File: src/rtl/k_permutation_generator_core_assert.svh
`ifndef K_PERMUTATION_GENERATOR_CORE_ASSERT_SVH
`define K_PERMUTATION_GENERATOR_CORE_ASSERT_SVH

// same-cycle implication
`define KPG_ASSERT_NOW(lbl, a, c) \
  lbl: assert property (@(posedge clk) disable iff (rst) (a) |-> (c)) \
    else $error("kpg check failed");

// next-cycle implication
`define KPG_ASSERT_NEXT(lbl, a, c) \
  lbl: assert property (@(posedge clk) disable iff (rst) (a) |=> (c)) \
    else $error("kpg check failed");

`endif

File: src/rtl/kpg_pkg.sv
package kpg_pkg;

  localparam int MAX_SET_DEF  = 16;
  localparam int MAX_PICK_DEF = 8;

  localparam int SET_SIZE_W = 5;
  localparam int PICK_W     = 4;
  localparam int ARR_W      = 32;
  localparam int SLOT_W     = 4;
  localparam int SLOTS      = ARR_W / SLOT_W;

  localparam int CFG_IDX_W  = 4;
  localparam int CFG_DATA_W = 8;

  localparam logic [CFG_IDX_W-1:0] REG_SET_SIZE   = CFG_IDX_W'(0);
  localparam logic [CFG_IDX_W-1:0] REG_PICK_COUNT = CFG_IDX_W'(1);

  localparam logic [SET_SIZE_W-1:0] SET_SIZE_RST = SET_SIZE_W'(4);
  localparam logic [PICK_W-1:0]     PICK_RST     = PICK_W'(3);

  typedef struct packed {
    logic subset_done;
    logic all_done;
  } kpg_flags_t;

endpackage

File: src/rtl/kpg_if.sv
interface kpg_req_if;
  logic valid;
  logic ready;
  logic restart;
  modport source (output valid, output restart, input ready);
  modport sink (input valid, input restart, output ready);
endinterface

interface kpg_rsp_if;
  logic                        valid;
  logic                        ready;
  logic [kpg_pkg::ARR_W-1:0]   arrangement;
  logic                        subset_done;
  logic                        all_done;
  modport source (output valid, output arrangement, output subset_done, output all_done,
                  input ready);
  modport sink (input valid, input arrangement, input subset_done, input all_done,
                output ready);
endinterface

interface kpg_cfg_if;
  logic                            valid;
  logic                            ready;
  logic [kpg_pkg::CFG_IDX_W-1:0]   index;
  logic [kpg_pkg::CFG_DATA_W-1:0]  data;
  modport source (output valid, output index, output data, input ready);
  modport sink (input valid, input index, input data, output ready);
endinterface

File: src/rtl/kpg_sjt.sv
module kpg_sjt #(
  parameter int MAX_SET  = kpg_pkg::MAX_SET_DEF,
  parameter int MAX_PICK = kpg_pkg::MAX_PICK_DEF,
  localparam int IDX_W   = (MAX_SET > 1) ? $clog2(MAX_SET) : 1
) (
  input  logic [kpg_pkg::PICK_W-1:0]      k,
  input  logic [MAX_PICK-1:0][IDX_W-1:0]  order,
  input  logic [MAX_PICK-1:0]             heading_left,
  output logic                            found,
  output logic [MAX_PICK-1:0][IDX_W-1:0]  order_next,
  output logic [MAX_PICK-1:0]             heading_next
);

  logic [MAX_PICK-1:0]            active;
  logic [MAX_PICK-1:0]            mob;
  logic [MAX_PICK-1:0]            best;
  logic [MAX_PICK-1:0][IDX_W-1:0] prev_ord;
  logic [MAX_PICK-1:0][IDX_W-1:0] next_ord;
  logic [MAX_PICK-1:0]            prev_hl;
  logic [MAX_PICK-1:0]            next_hl;
  logic [MAX_PICK-1:0]            has_prev;
  logic [MAX_PICK-1:0]            has_next;
  logic [MAX_PICK-1:0]            prev_best;
  logic [MAX_PICK-1:0]            next_best;
  logic [MAX_PICK-1:0][IDX_W-1:0] ord_sw;
  logic [MAX_PICK-1:0]            hl_sw;
  logic [IDX_W-1:0]               moved;

  // neighbor taps; the edge slots see none
  for (genvar i = 0; i < MAX_PICK; i++) begin : g_nb
    assign active[i] = int'(k) > i;
    if (i > 0) begin : g_prev
      assign prev_ord[i]  = order[i-1];
      assign prev_hl[i]   = heading_left[i-1];
      assign prev_best[i] = best[i-1];
      assign has_prev[i]  = 1'b1;
    end else begin : g_noprev
      assign prev_ord[i]  = '0;
      assign prev_hl[i]   = 1'b0;
      assign prev_best[i] = 1'b0;
      assign has_prev[i]  = 1'b0;
    end
    if (i < MAX_PICK - 1) begin : g_next
      assign next_ord[i]  = order[i+1];
      assign next_hl[i]   = heading_left[i+1];
      assign next_best[i] = best[i+1];
      assign has_next[i]  = active[i+1];
    end else begin : g_nonext
      assign next_ord[i]  = '0;
      assign next_hl[i]   = 1'b0;
      assign next_best[i] = 1'b0;
      assign has_next[i]  = 1'b0;
    end
  end

  always_comb begin
    for (int i = 0; i < MAX_PICK; i++) begin
      if (heading_left[i]) begin
        mob[i] = active[i] && has_prev[i] && (order[i] > prev_ord[i]);
      end else begin
        mob[i] = active[i] && has_next[i] && (order[i] > next_ord[i]);
      end
    end
  end

  // values among the first k are distinct, so at most one mobile slot (the largest) wins
  always_comb begin
    for (int i = 0; i < MAX_PICK; i++) begin
      best[i] = mob[i];
      for (int j = 0; j < MAX_PICK; j++) begin
        if (j != i && mob[j] && order[j] > order[i]) begin
          best[i] = 1'b0;
        end
      end
    end
  end

  always_comb begin
    moved = '0;
    for (int i = 0; i < MAX_PICK; i++) begin
      if (best[i]) begin
        moved = moved | order[i];
      end
    end
  end

  assign found = |best;

  always_comb begin
    for (int i = 0; i < MAX_PICK; i++) begin
      ord_sw[i] = order[i];
      hl_sw[i]  = heading_left[i];
      if (best[i]) begin
        if (heading_left[i]) begin
          ord_sw[i] = prev_ord[i];
          hl_sw[i]  = prev_hl[i];
        end else begin
          ord_sw[i] = next_ord[i];
          hl_sw[i]  = next_hl[i];
        end
      end
      if (next_best[i] && next_hl[i]) begin
        ord_sw[i] = next_ord[i];
        hl_sw[i]  = next_hl[i];
      end
      if (prev_best[i] && !prev_hl[i]) begin
        ord_sw[i] = prev_ord[i];
        hl_sw[i]  = prev_hl[i];
      end
    end
  end

  always_comb begin
    for (int i = 0; i < MAX_PICK; i++) begin
      order_next[i]   = ord_sw[i];
      heading_next[i] = hl_sw[i] ^ (active[i] && (ord_sw[i] > moved));
    end
  end

endmodule

File: src/rtl/kpg_subset.sv
module kpg_subset #(
  parameter int MAX_SET  = kpg_pkg::MAX_SET_DEF,
  parameter int MAX_PICK = kpg_pkg::MAX_PICK_DEF,
  localparam int IDX_W   = (MAX_SET > 1) ? $clog2(MAX_SET) : 1,
  localparam int NW      = $clog2(MAX_SET + 1)
) (
  input  logic [MAX_SET-1:0]              mask,
  input  logic [NW-1:0]                   n_eff,
  output logic                            ok,
  output logic [MAX_SET-1:0]              mask_next,
  output logic [MAX_PICK-1:0][IDX_W-1:0]  order_load
);

  localparam int MW = MAX_SET + 1;
  localparam int CW = $clog2(MAX_SET + 1);

  logic [MW-1:0]              x;
  logic [MW-1:0]              c;
  logic [MW-1:0]              r;
  logic [MW-1:0]              t;
  logic [MW-1:0]              nx;
  logic [IDX_W-1:0]           tz;
  logic [MAX_SET-1:0][CW-1:0] cnt;

  // next mask with the same popcount: lowest run moves up, remainder refills at bit 0
  always_comb begin
    tz = '0;
    for (int j = MAX_SET - 1; j >= 0; j--) begin
      if (mask[j]) begin
        tz = IDX_W'(j);
      end
    end
  end

  assign x  = MW'(mask);
  assign c  = x & (~x + MW'(1));
  assign r  = x + c;
  assign t  = ((r ^ x) >> 2) >> tz;
  assign nx = t | r;
  assign ok = (mask != '0) && ((nx >> n_eff) == '0);
  assign mask_next = nx[MAX_SET-1:0];

  always_comb begin
    for (int j = 0; j < MAX_SET; j++) begin
      cnt[j] = CW'($countones(nx[MAX_SET-1:0] & MAX_SET'((MW'(1) << j) - MW'(1))));
    end
  end

  always_comb begin
    for (int p = 0; p < MAX_PICK; p++) begin
      order_load[p] = '0;
      for (int j = 0; j < MAX_SET; j++) begin
        if (nx[j] && int'(cnt[j]) == p) begin
          order_load[p] = order_load[p] | IDX_W'(j);
        end
      end
    end
  end

endmodule

File: src/rtl/k_permutation_generator_core.sv
// channel | role | word
// req     | sink | restart (1 = first arrangement, 0 = advance)
// rsp     | src  | arrangement, subset_done, all_done
// cfg     | sink | index, data (set_size, pick_count)
//
// One advance per cycle while req is not stalled; each taken word's result is registered.
// The state registers feed the mobile search and next-subset step each cycle.
// A result waits in a staging flag, then in the output register; req stalls only
// when both hold a word and rsp is not ready.
// Synchronous reset: n = 4, k = 3, nothing started.
`include "k_permutation_generator_core_assert.svh"

module k_permutation_generator_core #(
  parameter int MAX_SET  = kpg_pkg::MAX_SET_DEF,
  parameter int MAX_PICK = kpg_pkg::MAX_PICK_DEF
) (
  input logic       clk,
  input logic       rst,
  kpg_req_if.sink   req,
  kpg_rsp_if.source rsp,
  kpg_cfg_if.sink   cfg
);

  localparam int IDX_W = (MAX_SET > 1) ? $clog2(MAX_SET) : 1;
  localparam int NW    = $clog2(MAX_SET + 1);

  logic [kpg_pkg::SET_SIZE_W-1:0] set_size;
  logic [kpg_pkg::PICK_W-1:0]     pick_count;
  logic [MAX_SET-1:0]             subset_mask;
  logic [MAX_PICK-1:0][IDX_W-1:0] order;
  logic [MAX_PICK-1:0]            heading_left;
  logic                           started;
  logic                           finished;
  logic                           fresh;
  logic                           rsp_valid;
  logic [kpg_pkg::ARR_W-1:0]      arrangement;
  kpg_pkg::kpg_flags_t            flags;

  logic [NW-1:0]                  n_eff;
  logic                           k_ok;
  logic                           found;
  logic [MAX_PICK-1:0][IDX_W-1:0] sjt_order;
  logic [MAX_PICK-1:0]            sjt_heading;
  logic                           next_ok;
  logic [MAX_SET-1:0]             next_mask;
  logic [MAX_PICK-1:0][IDX_W-1:0] load_order;
  logic [MAX_SET-1:0]             first_mask;
  logic [MAX_PICK-1:0][IDX_W-1:0] first_order;
  logic [kpg_pkg::SLOTS-1:0][kpg_pkg::SLOT_W-1:0] slots;
  logic                           req_fire;
  logic                           cfg_fire;
  logic                           stage_move;
  logic                           gives_result;
  logic                           start_take;

  kpg_sjt #(.MAX_SET(MAX_SET), .MAX_PICK(MAX_PICK)) u_sjt (
    .k            (pick_count),
    .order        (order),
    .heading_left (heading_left),
    .found        (found),
    .order_next   (sjt_order),
    .heading_next (sjt_heading)
  );

  kpg_subset #(.MAX_SET(MAX_SET), .MAX_PICK(MAX_PICK)) u_subset (
    .mask       (subset_mask),
    .n_eff      (n_eff),
    .ok         (next_ok),
    .mask_next  (next_mask),
    .order_load (load_order)
  );

  assign n_eff = (int'(set_size) > MAX_SET) ? NW'(MAX_SET) : NW'(set_size);
  assign k_ok  = (pick_count != '0) && (int'(pick_count) <= MAX_PICK)
              && (int'(pick_count) <= int'(n_eff));

  always_comb begin
    for (int j = 0; j < MAX_SET; j++) begin
      first_mask[j] = j < int'(pick_count);
    end
    for (int i = 0; i < MAX_PICK; i++) begin
      first_order[i] = (i < int'(pick_count)) ? IDX_W'(i) : '0;
    end
  end

  for (genvar i = 0; i < kpg_pkg::SLOTS; i++) begin : g_slot
    if (i < MAX_PICK) begin : g_used
      assign slots[i] = (i < int'(pick_count)) ? kpg_pkg::SLOT_W'(order[i]) : '0;
    end else begin : g_unused
      assign slots[i] = '0;
    end
  end

  assign stage_move = fresh && (!rsp_valid || rsp.ready);
  assign req.ready  = !fresh || !rsp_valid || rsp.ready;
  assign req_fire   = req.valid && req.ready;
  assign cfg.ready  = 1'b1;
  assign cfg_fire   = cfg.valid;
  assign start_take = req_fire && k_ok && (req.restart || !started);

  always_comb begin
    gives_result = 1'b0;
    if (k_ok) begin
      if (req.restart || !started) begin
        gives_result = 1'b1;
      end else if (!finished) begin
        gives_result = found || next_ok;
      end
    end
  end

  always_ff @(posedge clk) begin
    if (rst) begin
      set_size     <= kpg_pkg::SET_SIZE_RST;
      pick_count   <= kpg_pkg::PICK_RST;
      subset_mask  <= '0;
      order        <= '0;
      heading_left <= '1;
      started      <= 1'b0;
      finished     <= 1'b0;
      fresh        <= 1'b0;
      rsp_valid    <= 1'b0;
    end else begin
      if (cfg_fire) begin
        case (cfg.index)
          kpg_pkg::REG_SET_SIZE: begin
            set_size <= cfg.data[kpg_pkg::SET_SIZE_W-1:0];
            started  <= 1'b0;
            finished <= 1'b0;
          end
          kpg_pkg::REG_PICK_COUNT: begin
            pick_count <= cfg.data[kpg_pkg::PICK_W-1:0];
            started    <= 1'b0;
            finished   <= 1'b0;
          end
          default: ;
        endcase
      end
      if (req_fire) begin
        if (!k_ok) begin
          started  <= 1'b0;
          finished <= 1'b0;
        end else if (req.restart || !started) begin
          subset_mask  <= first_mask;
          order        <= first_order;
          heading_left <= '1;
          started      <= 1'b1;
          finished     <= 1'b0;
        end else if (!finished) begin
          if (found) begin
            order        <= sjt_order;
            heading_left <= sjt_heading;
          end else if (next_ok) begin
            subset_mask  <= next_mask;
            order        <= load_order;
            heading_left <= '1;
          end else begin
            finished <= 1'b1;
          end
        end
      end
      if (req_fire) begin
        fresh <= gives_result;
      end else if (stage_move) begin
        fresh <= 1'b0;
      end
      if (stage_move) begin
        rsp_valid <= 1'b1;
      end else if (rsp.ready) begin
        rsp_valid <= 1'b0;
      end
    end
  end

  always_ff @(posedge clk) begin
    if (stage_move) begin
      arrangement       <= slots;
      flags.subset_done <= !found;
      flags.all_done    <= !found && !next_ok;
    end
  end

  assign rsp.valid       = rsp_valid;
  assign rsp.arrangement = arrangement;
  assign rsp.subset_done = flags.subset_done;
  assign rsp.all_done    = flags.all_done;

  `KPG_ASSERT_NOW(a_no_overrun, fresh && rsp_valid && !rsp.ready, !req.ready)
  `KPG_ASSERT_NOW(a_finished_started, finished, started)
  `KPG_ASSERT_NOW(a_mask_popcount, started, $countones(subset_mask) == int'(pick_count))
  `KPG_ASSERT_NEXT(a_restart_emits, start_take, fresh && started && !finished)

endmodule

File: src/flat_wrapper.sv
// flat-port wrapper written by rule: the top's interface ports become plain ports
module k_permutation_generator_core_flat 
#(
  parameter int MAX_SET  = kpg_pkg::MAX_SET_DEF,
  parameter int MAX_PICK = kpg_pkg::MAX_PICK_DEF
)
  (clk, rst, req_valid, req_restart, req_ready, rsp_valid, rsp_arrangement, rsp_subset_done, rsp_all_done, rsp_ready, cfg_valid, cfg_index, cfg_data, cfg_ready);
  kpg_req_if req_i ();
  kpg_rsp_if rsp_i ();
  kpg_cfg_if cfg_i ();
  input logic clk;
  input logic rst;
  input wire logic [$bits(req_i.valid)-1:0] req_valid;
  input wire logic [$bits(req_i.restart)-1:0] req_restart;
  output wire logic [$bits(req_i.ready)-1:0] req_ready;
  output wire logic [$bits(rsp_i.valid)-1:0] rsp_valid;
  output wire logic [$bits(rsp_i.arrangement)-1:0] rsp_arrangement;
  output wire logic [$bits(rsp_i.subset_done)-1:0] rsp_subset_done;
  output wire logic [$bits(rsp_i.all_done)-1:0] rsp_all_done;
  input wire logic [$bits(rsp_i.ready)-1:0] rsp_ready;
  input wire logic [$bits(cfg_i.valid)-1:0] cfg_valid;
  input wire logic [$bits(cfg_i.index)-1:0] cfg_index;
  input wire logic [$bits(cfg_i.data)-1:0] cfg_data;
  output wire logic [$bits(cfg_i.ready)-1:0] cfg_ready;
  assign req_i.valid = req_valid;
  assign req_i.restart = req_restart;
  assign req_ready = req_i.ready;
  assign rsp_valid = rsp_i.valid;
  assign rsp_arrangement = rsp_i.arrangement;
  assign rsp_subset_done = rsp_i.subset_done;
  assign rsp_all_done = rsp_i.all_done;
  assign rsp_i.ready = rsp_ready;
  assign cfg_i.valid = cfg_valid;
  assign cfg_i.index = cfg_index;
  assign cfg_i.data = cfg_data;
  assign cfg_ready = cfg_i.ready;
  k_permutation_generator_core #(.MAX_SET(MAX_SET), .MAX_PICK(MAX_PICK)) u_core (.clk(clk), .rst(rst), .req(req_i), .rsp(rsp_i), .cfg(cfg_i));
endmodule
File: config.mk
export PLATFORM = sky130hd
export DESIGN_NAME = k_permutation_generator_core_flat
export DESIGN_NICKNAME = d
export VERILOG_FILES = /design/src/rtl/kpg_pkg.sv /design/src/rtl/kpg_if.sv /design/src/rtl/kpg_sjt.sv /design/src/rtl/kpg_subset.sv /design/src/rtl/k_permutation_generator_core.sv /design/src/flat_wrapper.sv
export VERILOG_INCLUDE_DIRS = /design/src /design/src/rtl
export SDC_FILE = /design/constraint.sdc
export NUM_CORES = 1
export LEC_CHECK = 0
export ABC_AREA = 0
export BUFFER_PORTS_ARGS = -buffer_cell sky130_fd_sc_hd__buf_2
export CAP_MARGIN = 20
export CORE_ASPECT_RATIO = 0.8
export CORE_MARGIN = 4
export CORE_UTILIZATION = 40
export CTS_BUF_LIST = sky130_fd_sc_hd__clkbuf_4 sky130_fd_sc_hd__clkbuf_8 sky130_fd_sc_hd__clkbuf_16
export DETAILED_ROUTE_END_ITERATION = 8
export RECOVER_POWER = 50
export SETUP_SLACK_MARGIN = 0.4
export SYNTH_ARGS = -nofsm -noshare
export SYNTH_HDL_FRONTEND = slang
export SYNTH_HIERARCHICAL = 1
export SYNTH_SLANG_ARGS = --single-unit
File: constraint.sdc
create_clock -name clk -period 22.7 [get_ports clk]
set_input_delay 1.135 -clock clk [delete_from_list [all_inputs] [get_ports clk]]
set_output_delay 1.135 -clock clk [all_outputs]
set_load 0.02 [all_outputs]
; ---- Yosys cells after proc, flatten, opt, wreduce, memory -nomap -nowiden
; Index checks and enable logic that the tools add are counted.
[classes]
n_addsub = 30
n_lt_le_gt_ge = 90
n_eq_ne = 101
shifts = 2
n_mux = 302
n_bitwise = 19
reduce_logical = 265
[op_table]
columns = op, count
row1 = 4-bit 2-to-1 mux, 118
row2 = 4-bit greater-than comparator, 64
row3 = 5-bit by 4-bit equality test with 1-bit output (second input constant), 44
row4 = 1-bit logical AND, 219
row5 = 32-bit 2-to-1 mux, 4
row6 = 1-bit 2-to-1 mux, 117
row7 = 5-bit by 3-bit equality test with 1-bit output (second input constant), 22
row8 = 3-bit 2-to-1 mux, 36
row9 = 5-bit zero test, 15
row10 = 16-bit 2-to-1 mux, 4
row11 = 5-bit by 2-bit equality test with 1-bit output (second input constant), 11
row12 = 2-bit 2-to-1 mux, 18
row13 = 5-bit adder, 7
row14 = 8-bit 2-to-1 mux, 4
row15 = 4-bit < comparator (first input constant), 7
row16 = 4-bit OR, 7
row17 = 16-bit by 17-bit adder with 17-bit output, 1
row18 = 17-bit by 1-bit adder with 17-bit output (second input constant), 1
row19 = 16-bit by 17-bit AND with 17-bit output, 1
row20 = 17-bit zero test, 1
row21 = 16-bit inverter with 17-bit output, 1
row22 = 17-bit OR, 1
row23 = 15-bit by 4-bit >> shifter with 17-bit output, 1
row24 = 17-bit by 5-bit >> shifter with 17-bit output, 1
row25 = 42 further kinds, 104
[word_totals]
register_bits = 103
input_bits = 18
out_inout_bits = 37
wordCells = 835

; ---- Depth between registers and ports, before layout
[logic_depth]
ltp_word = 39
ltp_mapped = 37
depth_no_buf = 35

; ---- Hierarchy
; The synthesis kept the hierarchy.
[modules_own_cells]
columns = mod, n_inst, cells_each, area_per_inst_um2, seq_area_each_um2
row1 = kpg_subset, 1, 814, 5450.2, 0.0
row2 = kpg_sjt, 1, 644, 4903.5, 0.0
row3 = k_permutation_generator_core, 1, 501, 4752.1, 2402.3

; ---- Worst setup path before layout
; No wires, ideal clock.
[synth_timing]
kind = register to register
startpoint = register u_core.subset_mask[5]
endpoint = register u_core/order[8] (netlist bit)
setup_time_ns = 0.132
arrival_ns = 8.040
setup_slack_ns = 14.528
stages_incl_launch_ff = 34
n_path_buf = 1
period_less_slack_ns = 8.172
path_cell_list = dfxtp_1 > buf_2 > or3_1 > o221a_1 > a21oi_4 > mux2_2 > a22oi_1 > a21oi_1 > or4_4 > ha_1 > inv_1 > fa_1 > inv_1 > fa_1 > inv_1 > ha_1 > ha_1 > o21bai_1 > xor2_1 > inv_2 > fa_1 > fa_1 > nand3_1 > o21ai_0 > or3b_1 > inv_1 > nand2_1 > nor3b_1 > o21bai_1 > nand2b_1 > or3b_1 > mux2_2 > nand4_1 > a21oi_1
[synth_lines]
columns = element, line
row1 = from (decl), k_permutation_generator_core.sv:29  ; logic [MAX_SET-1:0] subset_mask;
row2 = from (signal assigned), k_permutation_generator_core.sv:144  ; subset_mask <= first_mask;
row3 = from (signal assigned), k_permutation_generator_core.sv:154  ; subset_mask <= next_mask;
row4 = to (signal assigned), k_permutation_generator_core.sv:145  ; order <= first_order;
row5 = to (signal assigned), k_permutation_generator_core.sv:151  ; order <= sjt_order;
row6 = to (signal assigned), k_permutation_generator_core.sv:155  ; order <= load_order;
row7 = to (decl), k_permutation_generator_core.sv:30  ; logic [MAX_PICK-1:0][IDX_W-1:0] order;

==> results.yml <==
status:
  status: "finished, violations left"
  failed_checks: "max-capacitance violations, max-slew violations"
finish:
  area_growth_pct: 5.99
  drive_above_1_share_pct: 8.93
  mostFrequentLayoutCells: "193 x a21oi_1, 187 x ha_1, 162 x nand2_1"
  layout_commonest_cell: "a21oi_1"
  nets: 2180
floorplan:
  dieArea_mm2: 0.0410
  die_w_um: 225
  core-area_mm2: 0.0372
  start_util_pct: 40.6
  placementRows: 63
  dieHeight_um: 182
  ios: 55
global_routing:
  grt_overflow_total: 0
  grt_first_pass_wirelength_mm: 91.3
  grt_max_degree: 71
  grt_use_total_pct: 28.2
  antenna_found_initial: 2
  grt_pass1_vias: 14800
detailed_routing:
  drc: 0
  vias_per_cell: 6.65
  first_iter_violations: 2357
  routed_wl_mm: 60.6
  via_count: 16300
  wl_per_cell_um: 24.8
  detail-route-antenna-nets: 0
  first_pass_iters: 8
job:
  cap_viol_max_count: 3
worst_hold_path:
  hold_class: "reg -> reg"
logic_synthesis:
  syn_avg_cell_area_um2: 7.71
  synth_nets: 2184
  synthCells: 1959
  synth_seq_cells: 103
  synth_warnings: 6
  synthArstFlopShare_pct: 0
  dominantRegCellSynth: "dfxtp_1"
  syn_area_mm2: 0.0151
  synth-seq-area-share_pct: 15.9
  synth_cell_types: 120
  synth-edff-count: 34
clock_tree:
  insertion_delay_ns: 0.37
  path_clk_slew_ns: 0.08
  cts-resized-gates: 0
  cts_buffer_depth: 2
  htree_levels: 3
  cts.sinks: 103
  postCtsSetupBuffers: 0
  cts_made_buffers: 9
  cts_tree: "done"
  cts_hold_buffers: 0
  clk_root_buffer_cell: "clkbuf_16"
sta:
  fmax_mhz: 100
  final-setup-viol-count: 0
  min_period_over_period_pct: 44.0
  rsz0062_at_grt: "no"
  finalCriticalPeriod_ns: 9.99
  worst_pin_slew_ns: 4.60
  fin_tns_setup_ns: 0
  finalHoldViolCount: 0
  relSlewSlack_pct: -209
  drv_slew: 140
  worst_clock_skew_ns: 0.0181
placed_design:
  port_buffers: 50
  gp_congestion: 0.991
  post-dp-hpwl_mm: 46.3
critical_path:
  worst_path_max_delay_cell: "ha_1"
  cp_slowest_stage_delay_ns: 0.82
  worstPathArrival_ns: 10.08
  cp-start-kind: "flop"
  criticalPathCategory: "reg -> reg"
  path_max_fanout: 16
  cp-end-kind: "flop"
  required_ns: 22.79
registers in the layout, indices dropped and copies added, names as in the netlist:
register and cells:
u_core/order 32, u_core/rsp.arrangement 32, u_core/subset_mask 16, u_core/heading_left 8
u_core/set_size 5, u_core/pick_count 4, u_core/finished 1, u_core/fresh 1
u_core/rsp.all_done 1, u_core/rsp.subset_done 1, u_core/rsp.valid 1, u_core/started 1
cell families (layout without fill, tap and decap cells):
family / Yosys count / count (layout) / synth area share (%)
buf+inv: 213 / 214 / 5.79
mux: 51 / 51 / 3.59
compound gates: 638 / 638 / 29.4
xor+xnor: 23 / 23 / 1.33
flops: 103 / 103 / 15.9
other cells: 1 / 2 / 0.0248
fa+ha+maj: 210 / 210 / 18.3
simple gates: 720 / 720 / 25.6
worst max-delay path: cells and delay by family (launching register included):
kind | cells | cell delay, ns
adders and majority gates | 8 | 3.79
AOI/OAI and AO/OA | 9 | 2.61
and+or+nand+nor | 7 | 1.69
DFF | 1 | 0.75
buffers and inverters | 4 | 0.48
muxes | 1 | 0.36
layer usage:
layer / GRT usage (%) / up-vias / part of all wire (%) / routed length (µm)
met5: 0 / - / 0 / 0
met4: 4.85 / 0 / 1.6 / 970
met3: 6.92 / 91 / 12 / 7440
met2: 38.3 / 941 / 39 / 23400
met1: 44.6 / 7824 / 48 / 28800
li1: - / 7425 / - / -
cell usage after synthesis, types with 23 or more instances:
| library cell | n | area [µm²] |
|---|---|---|
| a21oi_1 | 193 | 966 |
| ha_1 | 187 | 2340 |
| nand2_1 | 162 | 608 |
| nor2_1 | 139 | 522 |
| o21ai_0 | 118 | 591 |
| inv_1 | 116 | 435 |
| nand3_1 | 76 | 380 |
| dfxtp_1 | 69 | 1380 |
| nand4_1 | 65 | 407 |
| nor2b_1 | 64 | 400 |
| clkbuf_1 | 53 | 199 |
| edfxtp_1 | 34 | 1020 |
| nor3_1 | 34 | 170 |
| mux2i_1 | 26 | 260 |
| mux2_2 | 25 | 282 |
| o21a_1 | 25 | 188 |
| buf_2 | 24 | 120 |
| nand2b_1 | 24 | 150 |
| and2_1 | 23 | 144 |
through the flow:
step	utilization (%)	instances	setup WS, ns	hold WS, ns	cell area, µm²
detailed placement	42.4	2430	13.03	0.485	15800
finish	43.0	2448	12.71	0.499	16000
global placement	42.4	2430	13.02	0.480	15800
CTS	43.2	2446	13.03	0.503	16100
floorplan	-	1959	14.53	0.451	15100
global route	43.0	2447	12.35	0.543	16000
cell type report:
| class | count | area [µm²] |
|---|---|---|
| Tap cell | 487 | 609 |
| Sequential cell | 103 | 2400 |
| Clock inverter | 6 | 53.8 |
| Antenna cell | 1 | 2.50 |
| Timing Repair Buffer | 77 | 402 |
| Fill cell | 3766 | 21200 |
| Multi-Input combinational cell | 1643 | 11900 |
| Clock buffer | 10 | 233 |
| Inverter | 121 | 454 |
final timing paths:
path | slack, ns | from | end | cells past startpoint
worst max-delay path | 12.71 | u_core/subset_mask[11] | u_core/order[23] | 29
worst min-delay path | 0.50 | u_core/set_size[0] | u_core/set_size[0] | 2
worst max register to register | 12.71 | u_core/subset_mask[11] | u_core/order[23] | 29
worst min register to register | 0.50 | u_core/set_size[0] | u_core/set_size[0] | 2
Power is not shown: default switching activity piles up to over one toggle a cycle in this logic, so the estimate is an artifact.
